[config.mk]
export PLATFORM = sky130hd
export DESIGN_NAME = wis_rng
export DESIGN_NICKNAME = d
export VERILOG_FILES = /design/src/wis_pkg.sv /design/src/wis_rng.sv
export SDC_FILE = /design/constraint.sdc
export NUM_CORES = 1
export LEC_CHECK = 0
export BUFFER_PORTS_ARGS = -buffer_cell sky130_fd_sc_hd__buf_2
export CORE_MARGIN = 1.5
export CORE_UTILIZATION = 35
export DETAILED_ROUTE_END_ITERATION = 8
export HOLD_SLACK_MARGIN = 0.05
export SYNTH_ARGS = -nofsm -noshare
export SYNTH_HDL_FRONTEND = slang
export SYNTH_SLANG_ARGS = --single-unit
[constraint.sdc]
create_clock -name clk -period 2.1 [get_ports clk]
set_clock_uncertainty 0.05 [all_clocks]
set_input_delay 0.105 -clock clk [delete_from_list [all_inputs] [get_ports clk]]
set_output_delay 0.105 -clock clk [all_outputs]
set_load 0.05 [all_outputs]
[src/wis_pkg.sv]
`timescale 1ns / 1ps
// ----------------------------------------------------------------------------
// wis_pkg
// Shared types and constants of the weighted index sampler.
// ----------------------------------------------------------------------------
package wis_pkg;

    // Request codes (code 3 is unused and ignored)
    localparam logic [1:0] REQ_CLEAR  = 2'd0;
    localparam logic [1:0] REQ_APPEND = 2'd1;
    localparam logic [1:0] REQ_DRAW   = 2'd2;

    // Width of the running total and of each cumulative table entry
    localparam int unsigned TOTAL_BITS = 40;
    localparam logic [TOTAL_BITS-1:0] TOTAL_MAX = '1;

    // Width of the input weight port
    localparam int unsigned WEIGHT_PORT_BITS = 32;

    // Generator constants
    localparam logic [63:0] GOLDEN_SEED   = 64'h9e37_79b9_7f4a_7c15;
    localparam logic [63:0] SCRAMBLE_MULT = 64'd2685821657736338717;

    // Fraction keeps the top 53 bits of the scrambled word
    localparam int unsigned FRAC_BITS = 53;

    // Sequencer states
    typedef enum logic [2:0] {
        ST_IDLE,
        ST_RNG,
        ST_MUL1,
        ST_MUL2,
        ST_RD,
        ST_CMP,
        ST_EMIT
    } state_t;

    // Generator controls
    typedef struct packed {
        logic load;
        logic step;
    } rng_ctl_t;

endpackage

[src/wis_rng.sv]
`timescale 1ns / 1ps
// ----------------------------------------------------------------------------
// wis_rng
// xorshift64 generator state: reload from seed, single-step advance.
// ----------------------------------------------------------------------------
module wis_rng (
    input  logic              clk,
    input  logic              rst_n,
    input  wis_pkg::rng_ctl_t ctl,
    input  logic [63:0]       seed,
    output logic [63:0]       state_next
);
    import wis_pkg::*;

    logic [63:0] gen_reg;
    logic [63:0] s1;
    logic [63:0] s2;

    // Three xor-shift stages
    assign s1         = gen_reg ^ (gen_reg >> 12);
    assign s2         = s1 ^ (s1 << 25);
    assign state_next = s2 ^ (s2 >> 27);

    always_ff @(posedge clk or negedge rst_n) begin
        if (!rst_n)
            gen_reg <= GOLDEN_SEED;
        else if (ctl.load)
            gen_reg <= (seed != 64'd0) ? seed : GOLDEN_SEED;
        else if (ctl.step)
            gen_reg <= state_next;
    end

endmodule

Word-level counts from Yosys, hierarchy flattened
Cells that the tools add are included.
{ "classes": {"n_addsub": 0, "mul": 0, "div_mod_pow": 0, "magnitude_cmp": 0, "n_eq_ne": 0, "shifts": 0, "mux": 3, "n_bitwise": 3, "reduce_logical": 2} }
{ "op_table": {"columns": ["operator", "n"], "rows": [
  ["64-bit two-way mux", 3],
  ["64-bit nonzero test", 1],
  ["64-bit by 37-bit XOR with 64-bit output", 1],
  ["64-bit by 52-bit XOR with 64-bit output", 1],
  ["64-bit XOR", 1],
  ["2-bit nonzero test", 1]
]} }
{ "word_totals": {"ff_bits": 64, "latchBits": 0, "ramBits": 0, "mem_bits_ro": 0, "output_inout_bits": 64, "elab_cells": 9, "n_memories": 0} }

Longest topological paths before layout
{ "logic_depth": {"word_depth": 5, "depth_mapped": 7, "depth_no_buf": 5} }

Least setup slack after synthesis
Ideal clock, no wire load.
{ "synth_path": {"kind": "register -> register", "startpoint": "register gen_reg[44]", "endpoint": "register gen_reg[30]", "arrival_ns": 2.856, "t_required_ns": 1.974, "setup_slack_ns": -0.881, "path_stages_with_launch": 6, "period_less_slack_ns": 2.981, "path_cell_list": "dfstp_2 -> xor2_1 -> xor2_1 -> xor2_1 -> mux2i_1 -> a2bb2oi_1"} }
{ "synth_via": {"elab_chain_len": 5} }
{ "synth_lines": {"columns": ["item", "line", "text"], "rows": [
  ["start, declared", "wis_rng.sv:15", "logic [63:0] gen_reg;"],
  ["start signal, assigned", "wis_rng.sv:28", "gen_reg <= (seed != 64'd0) ? seed : GOLDEN_SEED;"],
  ["start signal, assigned", "wis_rng.sv:30", "gen_reg <= state_next;"],
  ["64-bit by 52-bit XOR with 64-bit output", "wis_rng.sv:20", "assign s1 = gen_reg ^ (gen_reg >> 12);"],
  ["64-bit XOR", "wis_rng.sv:21", "assign s2 = s1 ^ (s1 << 25);"],
  ["64-bit by 37-bit XOR with 64-bit output", "wis_rng.sv:22", "assign state_next = s2 ^ (s2 >> 27);"],
  ["named net state_next[30]", "wis_rng.sv:11", "output logic [63:0] state_next"],
  ["64-bit two-way mux", "wis_rng.sv:29", "else if (ctl.step)"],
  ["64-bit two-way mux", "wis_rng.sv:27", "else if (ctl.load)"]
]} }
The timed path passes the listed nets, and every way through them passes these cells. The select of a mux whose other input is x is not followed.
A chain may end at the register's enable or synchronous reset.

Worst setup path in the final report
{ "layout_path": {"startpoint": "register gen_reg[26]", "endpoint": "output state_next[26]"} }
{ "layout_via": {"elab_chain_len": 3} }
{ "layout_lines": {"columns": ["item", "line"], "rows": [
  ["64-bit by 52-bit XOR with 64-bit output", "wis_rng.sv:20"],
  ["64-bit XOR", "wis_rng.sv:21"],
  ["64-bit by 37-bit XOR with 64-bit output", "wis_rng.sv:22"],
  ["end, declared", "wis_rng.sv:11"]
]} }
Every way passes these cells.

==> metrics.txt <==
DP Wirelength 11.5 mm; final period demand of the worst path 2.11 ns; Core Footprint 12,000 um^2; htree depth 3; initial antenna violation count 0; unrepaired setup endpoints after global routing true; Critical Path Slowest Stage Cell dfstp_2; Crit path arrival time 1.96 ns; grt ovf 0; Root Driver clkbuf_16; max cap viols 0; Routed Antenna Nets 0; CP max FO 3; # diodes 0; drt drc 0; final instance area 8130 um^2; Worst slew margin 0.560; Final Hold Viols 0; Vias/cell 5.18; via count 4,163; NumNets Final 719; Slew Limit Fails 0; Syn Nets 483; Layout area overhead 89.1%; CP Capture Type primary output; area of placed instances 6560 um^2; Syn Inst Count 415; f_max 473 MHz; sequential share of the synthesized area 0.383; flip-flop count of the largest register after layout 64; Initial Utilization 0.358; vias in the first global route 4,397; CP required 1.95 ns; delay of the slowest cell on the worst path 0.62 ns; # placed instances 715; routed len/inst 20.5 um; top post-synthesis cells by area dfstp_2, xnor2_1, dfrtp_1; number of fill cells 853; die width 114 um; Synthesis Warnings 0; Worst path most repeated cell buf_4; Worst-Margin Slew 0.654 ns; cell row count 40; largest net degree at the start of global routing 78; number of synthesized register bits 64; CP Class reg -> out; GRT Total Usage 0.260; Util after Layout 0.677; critical path startpoint category flip-flop; area of the multi-input gates 4050 um^2; chip height 114 um; Skew-Pair Late Insertion Delay 0.33 ns; violated checks setup timing; Final Cycle Share 1.01; final setup margin -0.0138 ns; FF+latch area 1650 um^2; First-pass DRT Iterations 4; Num CTS Buffers 9; die area 13,000 um^2; Syn Area/Cell 10.4 um^2; post-synthesis cell type count 19; Synth Cell Area 4300 um^2; global-route wire length before repair 25.2 mm; TritonCTS Sinks 64; final wirelength 16.4 mm; critical-path cell list xor2_2 -> xor2_1 -> buf_4 -> xnor2_4 -> buf_4; Bufs on Longest Clock Path 2; io pins 132; area share of the largest cell type after synthesis 0.232; most frequent cells in the layout buf_2, dlygate4sd3_1, mux2i_1; fin cells 803; type of the tightest min-delay check in -> reg; status finished, violations left; most common cell after layout, fill and taps aside buf_2; TritonCTS clock tree done; GPL Wtd Cong 0.930; top cell type by total area after synthesis dfstp_2; Reg clk slew, reported paths 0.06 ns; DR iter-0 viols 237; port buffer count 131; layout cells sized above 1 0.541; final setup fails 1
==> kinds of logic after synthesis <==
family | after synthesis | share of synthesized area
xor+xnor | 141 | 0.287
compound gates | 76 | 0.113
flops | 64 | 0.383
simple gates | 60 | 0.0672
mux | 52 | 0.121
buf+inv | 22 | 0.0285
==> area by class of cell <==
type | count | area share
multi-input combinational | 329 | 0.499
timing repair buffer | 246 | 0.232
sequential | 64 | 0.203
clock buffer | 11 | 0.0311
tap | 147 | 0.0226
clock inverter | 5 | 0.0126
inverter | 1 | 0.000462
==> per-stage QoR <==
stage / setup WS, ns / TNS, ns / hold slack, ns
after floorplan: -0.226 / -1.31 / -0.241
after global placement: 0.0413 / 0 / 0.112
final: -0.0138 / -0.0138 / 0.0950
after CTS: 0.00296 / 0 / 0.0573
after global routing: -0.0505 / -0.475 / 0.0986
after detailed placement: -0.00673 / -0.00673 / 0.105
==> what timing repair did <==
item,in CTS,in global routing
gates resized for setup,34,55
hold buffers,62,0
endpoints found under the setup margin,31,68
endpoints found under the hold margin,93,0
setup buffers,2,8
pin swaps,2,11
==> Yosys cell counts, drive strengths merged <==
| cell type | count |
|---|---|
| dfstp | 38 |
| xnor2 | 79 |
| nand2b | 1 |
| xor2 | 62 |
| buf | 7 |
| nor4 | 17 |
| nand4 | 4 |
| a2bb2oi | 26 |
| mux2i | 52 |
| clkbuf | 14 |
| dfrtp | 26 |
| o21ai | 50 |
| nand2 | 37 |
| nor2b | 1 |
| clkinv | 1 |
==> final timing paths <==
kind | startpoint | to | slack, ns | cells past startpoint
min in group asynchronous | rst_n | gen_reg[34] | 0.25 | 3
worst min register to register | gen_reg[2] | gen_reg[2] | 0.53 | 2
worst max-delay path | gen_reg[26] | state_next[26] | -0.01 | 5
max in group asynchronous | rst_n | gen_reg[45] | 1.38 | 3
worst min-delay path | seed[4] | gen_reg[4] | 0.09 | 3
worst max register to register | gen_reg[46] | gen_reg[32] | 0.12 | 7
==> critical path, delay by kind of cell (launching register included) <==
family | cells | cell delay [ns]
flops | 1 | 0.62
xor+xnor | 3 | 0.61
buf+inv | 2 | 0.40
==> metal layers <==
layer | vias to the layer above | global-route usage | share of wire
met5 | - | 0 | 0
met4 | 0 | 0.0925 | 0.022
met3 | 30 | 0.0335 | 0.041
met2 | 157 | 0.432 | 0.51
met1 | 2081 | 0.350 | 0.43
li1 | 1895 | - | -
Power is not shown: default switching activity piles up to over one toggle a cycle in this logic, so the estimate is an artifact.
